### src/hdl/knnbc_pkg.sv
// Shared types and constants of the k-nearest-neighbor classifier.
`timescale 1ns / 1ps

package knnbc_pkg;

  localparam int unsigned FEAT_W  = 10;
  localparam int unsigned IDX_W   = 4;
  localparam int unsigned REG_W   = 5;
  localparam int unsigned SQ_W    = 2 * FEAT_W;
  localparam int unsigned DIST_W  = SQ_W + 1;
  localparam int unsigned RAM_W   = 2 * FEAT_W + 1;
  localparam int unsigned CFG_IDX_W = 1;

  localparam logic [CFG_IDX_W-1:0] REG_POINTS_IN_USE   = 1'b0;
  localparam logic [CFG_IDX_W-1:0] REG_NEIGHBOUR_COUNT = 1'b1;

  localparam logic OP_LOAD     = 1'b0;
  localparam logic OP_CLASSIFY = 1'b1;

  localparam logic [REG_W-1:0] POINTS_RESET    = 5'd10;
  localparam logic [REG_W-1:0] NEIGHBOURS_RESET = 5'd3;

  typedef struct packed {
    logic              opcode;
    logic [IDX_W-1:0]  point_index;
    logic [FEAT_W-1:0] feature_first;
    logic [FEAT_W-1:0] feature_second;
    logic              class_label;
  } in_t;

  typedef struct packed {
    logic             predicted_class;
    logic [REG_W-1:0] votes_class_one;
    logic [REG_W-1:0] votes_class_zero;
  } out_t;

  typedef struct packed {
    logic              valid;
    logic              label;
    logic [DIST_W-1:0] distance;
  } entry_t;

  typedef struct packed {
    logic clear;
    logic insert;
    logic pop;
  } ctrl_t;

endpackage

### src/hdl/knnbc_ram.sv
// Generic single-write, single-read RAM with registered read data.
`timescale 1ns / 1ps

module knnbc_ram #(
  parameter int unsigned WIDTH = 8,
  parameter int unsigned DEPTH = 16
) (
  input  logic                     clk_i,
  input  logic                     we_i,
  input  logic [$clog2(DEPTH)-1:0] waddr_i,
  input  logic [WIDTH-1:0]         wdata_i,
  input  logic [$clog2(DEPTH)-1:0] raddr_i,
  output logic [WIDTH-1:0]         rdata_o
);

  logic [WIDTH-1:0] mem_q [DEPTH];
  logic [WIDTH-1:0] rdata_q;

  always_ff @(posedge clk_i) begin
    if (we_i) begin
      mem_q[waddr_i] <= wdata_i;
    end
    rdata_q <= mem_q[raddr_i];
  end

  assign rdata_o = rdata_q;

endmodule

### src/hdl/knnbc_dist.sv
// Two-stage squared Euclidean distance pipeline.
`timescale 1ns / 1ps

module knnbc_dist (
  input  logic                                clk_i,
  input  logic                                rst_ni,
  input  logic                                valid_i,
  input  logic [knnbc_pkg::FEAT_W-1:0]        qa_i,
  input  logic [knnbc_pkg::FEAT_W-1:0]        qb_i,
  input  logic [knnbc_pkg::FEAT_W-1:0]        sa_i,
  input  logic [knnbc_pkg::FEAT_W-1:0]        sb_i,
  input  logic                                label_i,
  output logic                                valid_o,
  output logic [knnbc_pkg::DIST_W-1:0]        dist_o,
  output logic                                label_o,
  output logic                                busy_o
);

  logic                             v1_q, v2_q;
  logic                             l1_q, l2_q;
  logic [knnbc_pkg::FEAT_W-1:0]     da_q, db_q, da_d, db_d;
  logic [knnbc_pkg::SQ_W-1:0]       sqa_q, sqb_q;

  assign da_d = (sa_i >= qa_i) ? (sa_i - qa_i) : (qa_i - sa_i);
  assign db_d = (sb_i >= qb_i) ? (sb_i - qb_i) : (qb_i - sb_i);

  always_ff @(posedge clk_i or negedge rst_ni) begin
    if (!rst_ni) begin
      v1_q <= 1'b0;
      v2_q <= 1'b0;
    end else begin
      v1_q <= valid_i;
      v2_q <= v1_q;
    end
  end

  always_ff @(posedge clk_i) begin
    da_q  <= da_d;
    db_q  <= db_d;
    l1_q  <= label_i;
    sqa_q <= knnbc_pkg::SQ_W'(da_q) * knnbc_pkg::SQ_W'(da_q);
    sqb_q <= knnbc_pkg::SQ_W'(db_q) * knnbc_pkg::SQ_W'(db_q);
    l2_q  <= l1_q;
  end

  assign valid_o = v2_q;
  assign dist_o  = knnbc_pkg::DIST_W'(sqa_q) + knnbc_pkg::DIST_W'(sqb_q);
  assign label_o = l2_q;
  assign busy_o  = v1_q | v2_q;

endmodule

### src/hdl/knnbc_cell.sv
// One cell of the sorted nearest-neighbor chain.
`timescale 1ns / 1ps

module knnbc_cell (
  input  logic                          clk_i,
  input  logic                          rst_ni,
  input  knnbc_pkg::ctrl_t              ctrl_i,
  input  logic [knnbc_pkg::DIST_W-1:0]  new_dist_i,
  input  logic                          new_label_i,
  input  knnbc_pkg::entry_t             left_i,
  input  logic                          left_take_i,
  input  knnbc_pkg::entry_t             right_i,
  output knnbc_pkg::entry_t             entry_o,
  output logic                          take_o
);

  logic                         valid_q, valid_d;
  logic                         label_q, label_d;
  logic [knnbc_pkg::DIST_W-1:0] dist_q, dist_d;

  // strictly closer only: equal distances keep the earlier slot ahead
  assign take_o = ctrl_i.insert && (!valid_q || (new_dist_i < dist_q));

  always_comb begin
    valid_d = valid_q;
    label_d = label_q;
    dist_d  = dist_q;
    if (ctrl_i.clear) begin
      valid_d = 1'b0;
    end else if (ctrl_i.pop) begin
      valid_d = right_i.valid;
      label_d = right_i.label;
      dist_d  = right_i.distance;
    end else if (left_take_i) begin
      valid_d = left_i.valid;
      label_d = left_i.label;
      dist_d  = left_i.distance;
    end else if (take_o) begin
      valid_d = 1'b1;
      label_d = new_label_i;
      dist_d  = new_dist_i;
    end
  end

  always_ff @(posedge clk_i or negedge rst_ni) begin
    if (!rst_ni) begin
      valid_q <= 1'b0;
    end else begin
      valid_q <= valid_d;
    end
  end

  always_ff @(posedge clk_i) begin
    label_q <= label_d;
    dist_q  <= dist_d;
  end

  assign entry_o.valid    = valid_q;
  assign entry_o.label    = label_q;
  assign entry_o.distance = dist_q;

endmodule

### src/hdl/knn_binary_classifier_top.sv
// Top level of the k-nearest-neighbor binary classifier.
`timescale 1ns / 1ps

// channel   | ports                                  | handshake
// ----------+----------------------------------------+----------------------------
// command   | start, busy, in_i                      | taken when start & !busy
// result    | result_valid_o, result_o               | one-cycle strobe, no stall
// config    | cfg_we_i, cfg_idx_i, cfg_wdata_i       | written when cfg_we_i high
//
// A load is written to the point memory when taken. During a classify the stored points
// stream one per cycle from the point memory through the distance pipeline into the
// cell chain, then the k nearest are popped from the head of the chain and counted.
// Reset clears control state and the chain; the point memory holds garbage until loaded.
// The result strobe lasts one cycle and cannot be stalled.

module knn_binary_classifier_top #(
  parameter int unsigned MAX_POINTS = 16
) (
  input  logic                              clk_i,
  input  logic                              rst_ni,
  input  logic                              start,
  output logic                              busy,
  input  knnbc_pkg::in_t                    in_i,
  output logic                              result_valid_o,
  output knnbc_pkg::out_t                   result_o,
  input  logic                              cfg_we_i,
  input  logic [knnbc_pkg::CFG_IDX_W-1:0]   cfg_idx_i,
  input  logic [knnbc_pkg::REG_W-1:0]       cfg_wdata_i
);

  localparam int unsigned AW    = $clog2(MAX_POINTS);
  localparam int unsigned CELLS = (MAX_POINTS < 31) ? MAX_POINTS : 31;
  localparam int unsigned RW    = knnbc_pkg::REG_W;
  localparam int unsigned FW    = knnbc_pkg::FEAT_W;

  typedef enum logic [1:0] {
    S_IDLE,
    S_SCAN,
    S_DRAIN,
    S_VOTE
  } state_e;

  state_e                 state_q;
  logic [RW-1:0]          points_q, neigh_q;
  logic [RW-1:0]          n_q, k_q, slot_q, cnt_q, ones_q, zeros_q;
  logic [FW-1:0]          qa_q, qb_q;
  logic                   rd_v_q;
  logic                   issue;
  logic                   accept, load_we, classify;
  logic [RW-1:0]          n_eff, k_eff;
  logic [31:0]            widx_ext, slot_ext;
  logic [AW-1:0]          waddr, raddr;
  logic [knnbc_pkg::RAM_W-1:0] wdata, rdata;
  logic                   d_valid, d_label, d_busy;
  logic [knnbc_pkg::DIST_W-1:0] d_dist;
  knnbc_pkg::ctrl_t       ctrl;
  knnbc_pkg::entry_t      cell_e [CELLS];
  knnbc_pkg::entry_t      left_e [CELLS];
  knnbc_pkg::entry_t      right_e [CELLS];
  logic                   take [CELLS];
  logic                   left_take [CELLS];
  knnbc_pkg::out_t        result_q;
  logic                   result_valid_q;

  assign busy     = (state_q != S_IDLE);
  assign accept   = start && !busy;
  assign classify = accept && (in_i.opcode == knnbc_pkg::OP_CLASSIFY);

  assign widx_ext = 32'(in_i.point_index);
  assign waddr    = widx_ext[AW-1:0];
  assign load_we  = accept && (in_i.opcode == knnbc_pkg::OP_LOAD) && (widx_ext < MAX_POINTS);
  assign wdata    = {in_i.class_label, in_i.feature_first, in_i.feature_second};

  assign n_eff = (32'(points_q) > MAX_POINTS) ? RW'(MAX_POINTS) : points_q;
  assign k_eff = (neigh_q > n_eff) ? n_eff : neigh_q;

  assign slot_ext = 32'(slot_q);
  assign raddr    = slot_ext[AW-1:0];
  assign issue    = (state_q == S_SCAN);

  always_ff @(posedge clk_i or negedge rst_ni) begin
    if (!rst_ni) begin
      points_q <= knnbc_pkg::POINTS_RESET;
      neigh_q  <= knnbc_pkg::NEIGHBOURS_RESET;
    end else if (cfg_we_i) begin
      case (cfg_idx_i)
        knnbc_pkg::REG_POINTS_IN_USE:   points_q <= cfg_wdata_i;
        knnbc_pkg::REG_NEIGHBOUR_COUNT: neigh_q  <= cfg_wdata_i;
        default: ;
      endcase
    end
  end

  knnbc_ram #(
    .WIDTH (knnbc_pkg::RAM_W),
    .DEPTH (MAX_POINTS)
  ) u_ram (
    .clk_i   (clk_i),
    .we_i    (load_we),
    .waddr_i (waddr),
    .wdata_i (wdata),
    .raddr_i (raddr),
    .rdata_o (rdata)
  );

  knnbc_dist u_dist (
    .clk_i   (clk_i),
    .rst_ni  (rst_ni),
    .valid_i (rd_v_q),
    .qa_i    (qa_q),
    .qb_i    (qb_q),
    .sa_i    (rdata[2*FW-1:FW]),
    .sb_i    (rdata[FW-1:0]),
    .label_i (rdata[2*FW]),
    .valid_o (d_valid),
    .dist_o  (d_dist),
    .label_o (d_label),
    .busy_o  (d_busy)
  );

  assign ctrl.clear  = classify;
  assign ctrl.insert = d_valid;
  assign ctrl.pop    = (state_q == S_VOTE) && (cnt_q != k_q);

  for (genvar j = 0; j < CELLS; j++) begin : g_cell
    if (j == 0) begin : g_head
      assign left_e[j]    = '0;
      assign left_take[j] = 1'b0;
    end else begin : g_body
      assign left_e[j]    = cell_e[j-1];
      assign left_take[j] = take[j-1];
    end
    if (j == CELLS - 1) begin : g_tail
      assign right_e[j] = '0;
    end else begin : g_mid
      assign right_e[j] = cell_e[j+1];
    end

    knnbc_cell u_cell (
      .clk_i       (clk_i),
      .rst_ni      (rst_ni),
      .ctrl_i      (ctrl),
      .new_dist_i  (d_dist),
      .new_label_i (d_label),
      .left_i      (left_e[j]),
      .left_take_i (left_take[j]),
      .right_i     (right_e[j]),
      .entry_o     (cell_e[j]),
      .take_o      (take[j])
    );
  end

  always_ff @(posedge clk_i) begin
    if (classify) begin
      qa_q <= in_i.feature_first;
      qb_q <= in_i.feature_second;
    end
  end

  always_ff @(posedge clk_i or negedge rst_ni) begin
    if (!rst_ni) begin
      state_q        <= S_IDLE;
      n_q            <= '0;
      k_q            <= '0;
      slot_q         <= '0;
      cnt_q          <= '0;
      ones_q         <= '0;
      zeros_q        <= '0;
      rd_v_q         <= 1'b0;
      result_valid_q <= 1'b0;
      result_q       <= '0;
    end else begin
      rd_v_q         <= issue;
      result_valid_q <= 1'b0;
      case (state_q)
        S_IDLE: begin
          if (classify) begin
            n_q     <= n_eff;
            k_q     <= k_eff;
            slot_q  <= '0;
            cnt_q   <= '0;
            ones_q  <= '0;
            zeros_q <= '0;
            state_q <= (n_eff == '0) ? S_VOTE : S_SCAN;
          end
        end
        S_SCAN: begin
          slot_q <= slot_q + 1'b1;
          if (slot_q == n_q - 1'b1) begin
            state_q <= S_DRAIN;
          end
        end
        S_DRAIN: begin
          if (!rd_v_q && !d_busy) begin
            state_q <= S_VOTE;
          end
        end
        S_VOTE: begin
          if (cnt_q == k_q) begin
            result_valid_q            <= 1'b1;
            result_q.predicted_class  <= (ones_q > zeros_q);
            result_q.votes_class_one  <= ones_q;
            result_q.votes_class_zero <= zeros_q;
            state_q                   <= S_IDLE;
          end else begin
            cnt_q <= cnt_q + 1'b1;
            if (cell_e[0].valid) begin
              if (cell_e[0].label) begin
                ones_q <= ones_q + 1'b1;
              end else begin
                zeros_q <= zeros_q + 1'b1;
              end
            end
          end
        end
        default: state_q <= S_IDLE;
      endcase
    end
  end

  assign result_valid_o = result_valid_q;
  assign result_o       = result_q;

endmodule

### config.mk
export PLATFORM = sky130hd
export DESIGN_NAME = knn_binary_classifier_top
export DESIGN_NICKNAME = d
export VERILOG_FILES = /design/src/hdl/knnbc_pkg.sv /design/src/hdl/knnbc_ram.sv /design/src/hdl/knnbc_dist.sv /design/src/hdl/knnbc_cell.sv /design/src/hdl/knn_binary_classifier_top.sv
export SDC_FILE = /design/constraint.sdc
export NUM_CORES = 2
export LEC_CHECK = 0
export BUFFER_PORTS_ARGS = -buffer_cell sky130_fd_sc_hd__buf_4
export CAP_MARGIN = 20
export CORE_ASPECT_RATIO = 0.7
export CORE_UTILIZATION = 53
export DETAILED_ROUTE_END_ITERATION = 8
export GPL_ROUTABILITY_DRIVEN = 0
export PLACE_DENSITY = 0.69
export SLEW_MARGIN = 15
export SYNTH_ARGS = -nofsm -noshare
export SYNTH_HDL_FRONTEND = slang
export SYNTH_SLANG_ARGS = --single-unit
### constraint.sdc
create_clock -name clk_i -period 15.8 [get_ports clk_i]
set_input_delay 1.58 -clock clk_i [delete_from_list [all_inputs] [get_ports clk_i]]
set_output_delay 1.58 -clock clk_i [all_outputs]
set_load 0.1 [all_outputs]
; ---- Yosys cells after proc, flatten, opt, wreduce, memory -nomap -nowiden
; Memory sizes are Yosys's and may differ from the RTL's. A register that Yosys moved wholly into a read port is not among the register bits.
; Index checks and enable logic that the tools add are counted.
[totals]
regBits = 507
ram_bits = 336
latchBits = 0
memories = 1
rom_bits = 0
in_bits = 36
out_inout_bits = 13
wordCells = 425
[mem_list]
columns = memory, depth, word_bits, read_ports, rd_ports_with_merged_regs, wr, line_no
row1 = u_ram.mem_q, 16, 21, 1, 1, 1, knnbc_ram.sv:16  ; logic [WIDTH-1:0] mem_q [DEPTH];
[classes]
bitwise = 4
add_sub_neg = 10
n_lt_le_gt_ge = 22
mul = 2
div = 0
n_mux = 181
shifts = 0
n_eq_ne = 14
n_reduce_logical = 119
[op_table]
columns = operator, count
row1 = $mux W21, 46
row2 = $lt A21 B21 Y1, 16
row3 = $mux W1, 113
row4 = $reduce_bool A4 Y1, 15
row5 = $mux W5, 10
row6 = $reduce_bool A3 Y1, 16
row7 = $reduce_and A2 Y1, 21
row8 = $mul A10 B10 Y20, 2
row9 = $pmux W5 S2, 4
row10 = $sub A10 B10 Y10, 4
row11 = $logic_and A1 B1 Y1, 22
row12 = $add A20 B20 Y21, 1
row13 = $add A5 B1 Y5 const B, 4
row14 = $ge A10 B10 Y1, 2
row15 = $mux W10, 2
row16 = $logic_not A1 Y1, 19
row17 = $logic_or A1 B1 Y1, 16
row18 = $eq A5 B5 Y1, 2
row19 = $gt A5 B5 Y1, 2
row20 = $mux W2, 5
row21 = $reduce_and A5 Y1, 2
row22 = $ne A2 B1 Y1 const B, 4
row23 = $ne A2 B2 Y1 const B, 4
row24 = $pmux W2 S4, 1
row25 = other kinds (13), 19

; ---- Logic depth before layout (Yosys ltp)
[logic_depth]
ltp_word = 8
mapped_depth = 22

; ---- Cells and area by module
; From an unflattened synthesis, not the netlist that was laid out.
[unflattened]
cells_unflattened = 4781
hier_area_um2 = 53378.7
[modules_own_cells]
columns = module, cells_each, area_each_um2, n_inst, seq_area_each_um2
row1 = knnbc_cell at g_cell[0].u_cell ..., 181, 1716.6, 15, 685.7
row2 = knnbc_ram, 557, 13277.7, 1, 10510.1
row3 = knnbc_dist, 1020, 9042.4, 1, 1251.2
row4 = knn_binary_classifier_top, 308, 3583.4, 1, 1981.9
row5 = knnbc_cell at g_cell[15].u_cell, 181, 1725.4, 1, 685.7

; ---- Worst setup path after synthesis
; No wires, ideal clock.
[synth_path]
path_type = reg2reg
start = reg u_dist.sqb_q[3] (netlist bit)
end = reg g_cell[1].u_cell.dist_q[0] (netlist bit) (enable)
required_time_ns = 15.386
stages_incl_launch_ff = 20
setup_time_ns = 0.414
synth_period_minus_slack_ns = 5.909
arrival_time_ns = 5.495
n_path_buf = 3
setup_slack_ns = 9.891
cell_sequence = dfxtp_1 ha_1 a211oi_2 o21a_1 o21ai_2 o41ai_4 o21ba_2 xnor2_1 clkbuf_1 ha_1 a21o_1 a21o_1 a21o_1 a21oi_1 o41ai_1 a41o_1 and2_1 buf_2 buf_1 a31oi_1
[synth_between]
elab_chain_cells = 6
word_cells_on_any_way = 9
cone_classes = add/sub: 1 / order compare: 2 / reduce/logical: 6
[synth_rtl]
columns = item, line_no
row1 = from (decl), knnbc_dist.sv:22  ; logic [knnbc_pkg::SQ_W-1:0] sqa_q, sqb_q;
row2 = from (signal assigned), knnbc_dist.sv:42  ; sqb_q <= knnbc_pkg::SQ_W'(db_q) * knnbc_pkg::SQ_W'(db_q);
row3 = $add A20 B20 Y21 *, knnbc_dist.sv:47  ; assign dist_o = knnbc_pkg::DIST_W'(sqa_q) + knnbc_pkg::DIST_W'(sqb_q);
row4 = $lt A21 B21 Y1, knnbc_cell.sv:22  ; assign take_o = ctrl_i.insert && (!valid_q || (new_dist_i < dist_q));
row5 = $logic_or A1 B1 Y1, knnbc_cell.sv:22
row6 = $logic_and A1 B1 Y1, knnbc_cell.sv:22
row7 = $reduce_bool A3 Y1 (no line) *, --
row8 = $reduce_and A2 Y1 (no line) *, --
row9 = to (signal assigned), knnbc_cell.sv:55  ; dist_q <= dist_d;
row10 = to (decl), knnbc_cell.sv:19  ; logic [knnbc_pkg::DIST_W-1:0] dist_q, dist_d;
; Mark *: on every way between the ends. The rest lies on a longest branch, timed or not.
; A chain may end at the register's enable or synchronous reset.

; ---- Worst setup path in the final report
[layout_path]
start = reg u_dist.sqb_q[3] (netlist bit)
end = reg g_cell[7].u_cell.dist_q[0] (netlist bit) (enable)
[layout_between]
elab_chain_cells = 6
word_cells_on_any_way = 9
cone_classes = add/sub: 1 / order compare: 2 / reduce/logical: 6
[layout_rtl]
columns = item, line_no
row1 = $add A20 B20 Y21 *, knnbc_dist.sv:47
row2 = $lt A21 B21 Y1, knnbc_cell.sv:22
row3 = $logic_or A1 B1 Y1, knnbc_cell.sv:22
row4 = $logic_and A1 B1 Y1, knnbc_cell.sv:22
row5 = $reduce_bool A3 Y1 (no line) *, --
row6 = $reduce_and A2 Y1 (no line) *, --
row7 = to (signal assigned), knnbc_cell.sv:55
row8 = to (decl), knnbc_cell.sv:19
; Marked as above.

==> flow_summary_export.csv <==
group,metric,value,unit
timing,final-setup-viol-count,0,
layout,num-fill-cells,7852,
timing,fin_crit_sh,0.388,
clock_network,clock-root-buffer,"clkbuf_16",
critical_path,arrival,6460,ps
status,status,"finished, final reports clean",
timing,finalClockSkew,50.3,ps
timing,rsz0062_at_grt,"no",
placement,hpwl,89700,um
timing,fmax,163,MHz
yosys,yosys_warnings,0,
timing,drv_slew,0,
die,io_pins,49,
die,rows,95,
die,core_area,96600,um2
timing,layout_min_cycle_time,6140,ps
yosys,syn_area,52000,um2
clock_network,tritoncts,"built",
drt,avgViaCountPerCell,5.95,
yosys,synth_edf_count,708,
yosys,synth_area_per_cell,11.2,um2
global_routing,gr-usage-all-layers,0.264,
min_path,hold_path.class,"flop to flop",
clock_network,cts_hold_buffers,0,
yosys,synth_cell_types,90,
layout,most-common-layout-cells,"708 x edfxtp_1, 563 x inv_1, 492 x ha_1",
drt,finalWirelength,130000,um
drt,routedWlPerCell,21.4,um
clock_network,cts.sinks,862,
die,initial_core_util,0.538,
critical_path,cpMostUsedCell,"buf_4",
critical_path,required,16130,ps
layout,final_common_cell,"edfxtp_1",
layout,n_antenna_cell,0,
clock_network,cts_resized,0,
critical_path,worstPathMaxFanout,44,
layout,drive_gt1_frac,0.101,
placement,numPortBuffers,48,
flow_run,cap_violations,0,
layout,seqCellArea,24700,um2
clock_network,post_cts_buffers,0,
layout,multiInputGateArea,24700,um2
drt,ant_nets,0,
critical_path,worst_setup_path_end_kind,"flop",
timing,max_slew_margin,0.194,
layout,fin_nets,5301,
critical_path,crit_chain,"ha_1 > a211oi_2 > o21a_1 > o21ai_2 > o41ai_4 > o21ai_1 > or4_1 > nand3_2 > buf_4 > ha_1 > a21o_1 > a211o_1 > a2111oi_0 > a211oi_4 > buf_4 > and2_1 > a21oi_2 > buf_4",
timing,finalHoldViolCount,0,
clock_network,path_clk_slew,60,ps
die,fp.dieH,264,um
critical_path,cp-start-kind,"flop",
critical_path,slowest_stage,"a2111oi_0",
yosys,synthArstFlopShare,0.0847,
drt,vias,36000,
global_routing,grt_antenna_before_repair,3,
clock_network,cts_buffers,87,
yosys,syn_inst,4664,
global_routing,grt_max_degree,91,
clock_network,ctsHtreeMaxLevel,3,
die,die_w,376,um
global_routing,grt_pass1_wl,204000,um
yosys,seq_area_frac_synth,0.475,
die,fp.dieArea,99400,um2
critical_path,crit_type,"flop to flop",
timing,finalSetupTns,0,ps
drt,dr.first_iter.drc_count,3610,
clock_network,cts_buffer_depth,3,
global_routing,grt_pass1_vias,35100,
drt,route.detailed.drc,0,
clock_network,worst_skew_pair.late_latency,680,ps
critical_path,crit_family,"compound AO/OA/AOI/OAI gates",
yosys,yosys_register_bits,862,
timing,worst_pin_slew,1190,ps
global_routing,overflow,0,
critical_path,critPathBufInv,3,
drt,dr.pass1.iters,6,
layout,syn2layout_area_growth,9.83,%
yosys,syn_nets,5291,
critical_path,worst_path_largest_cell_delay,710,ps
yosys,synth_flop_cell,"edfxtp_1",
==> cell usage after synthesis, types with 48 or more instances <==
library cell	instances	area, um2
edfxtp_1	708	21300
inv_1	564	2120
ha_1	492	6160
nand2_1	473	1780
o21ai_0	321	1610
a21oi_1	240	1200
mux2i_1	239	2390
nor2_1	214	803
clkbuf_1	153	574
mux4_2	105	2360
fa_1	99	1980
a21o_1	92	691
dfxtp_1	81	1620
nand3_1	72	360
dfrtp_1	69	1730
a31oi_1	58	363
xnor2_1	50	438
and2_1	48	300
nor2b_1	48	300
==> registers in the layout (all words and copies together), names as in the netlist, 2 cells and up <==
register / flops
u_ram.mem_q: 336
zeros_q: 5
ones_q: 5
state_q: 2
u_ram.rdata_o: 21
points_q: 5
qa_q: 10
g_cell.u_cell.label_q: 16
u_dist.sqb_q: 19
result_o: 11
g_cell.u_cell.dist_q: 336
neigh_q: 5
u_dist.db_q: 10
g_cell.u_cell.valid_q: 16
u_dist.da_q: 10
slot_q: 5
u_dist.sqa_q: 19
qb_q: 10
n_q: 5
cnt_q: 5
k_q: 5
==> worst paths after layout <==
path | start | end | slack (ps) | depth (start not counted)
worst min register to register | u_ram.rdata_o[20]$_DFF_P_ | u_dist.l1_q$_DFF_P_ | 330 | 0
worst min-delay path | u_ram.rdata_o[20]$_DFF_P_ | u_dist.l1_q$_DFF_P_ | 330 | 0
worst max-delay path | u_dist.sqb_q[3]$_DFF_P_ | g_cell[7].u_cell.dist_q[0]$_DFFE_PP_ | 9660 | 18
max in group asynchronous | rst_ni | g_cell[15].u_cell.valid_q$_DFFE_PN0P_ | 13880 | 2
worst max register to register | u_dist.sqb_q[3]$_DFF_P_ | g_cell[7].u_cell.dist_q[0]$_DFFE_PP_ | 9660 | 18
min in group asynchronous | rst_ni | result_o[9]$_DFFE_PN0P_ | 850 | 1
==> cells by family after synthesis <==
group,count (synthesis),synth area share
fa+ha+maj,591,0.156
mux,358,0.0945
buf+inv,783,0.0582
simple gates,1030,0.0894
xor+xnor,76,0.0128
compound gates,964,0.114
flops,862,0.475
==> per-layer routing <==
| layer | global-route usage | part of all wire |
|---|---|---|
| met5 | 0 | 0.000062 |
| met2 | 0.359 | 0.40 |
| met1 | 0.421 | 0.48 |
| met4 | 0.0547 | 0.017 |
| met3 | 0.0643 | 0.10 |
==> stage by stage <==
stage | hold WS (ps) | setup WS, ps | cell area [um2] | util | cells
floorplan | 310 | 9890 | 52000 | - | 4664
global placement | 313 | 9890 | 54200 | 0.560 | 5892
detailed placement | 315 | 9780 | 54200 | 0.560 | 5892
CTS | 330 | 9750 | 57100 | 0.591 | 6054
global route | 341 | 9340 | 57100 | 0.591 | 6056
finish | 327 | 9660 | 57100 | 0.591 | 6056
==> final cells by class <==
class,count,share of cell area
multi-input cells,3019,0.432
inverters,567,0.0373
well taps,1309,0.0287
clock buffers,108,0.0414
repair buffers,137,0.0184
flip-flops and latches,862,0.433
clock inverters,54,0.00972
Power is left out: the tool's default activity adds up to more than one toggle a clock period on the data nets, which glitch-free logic cannot reach.
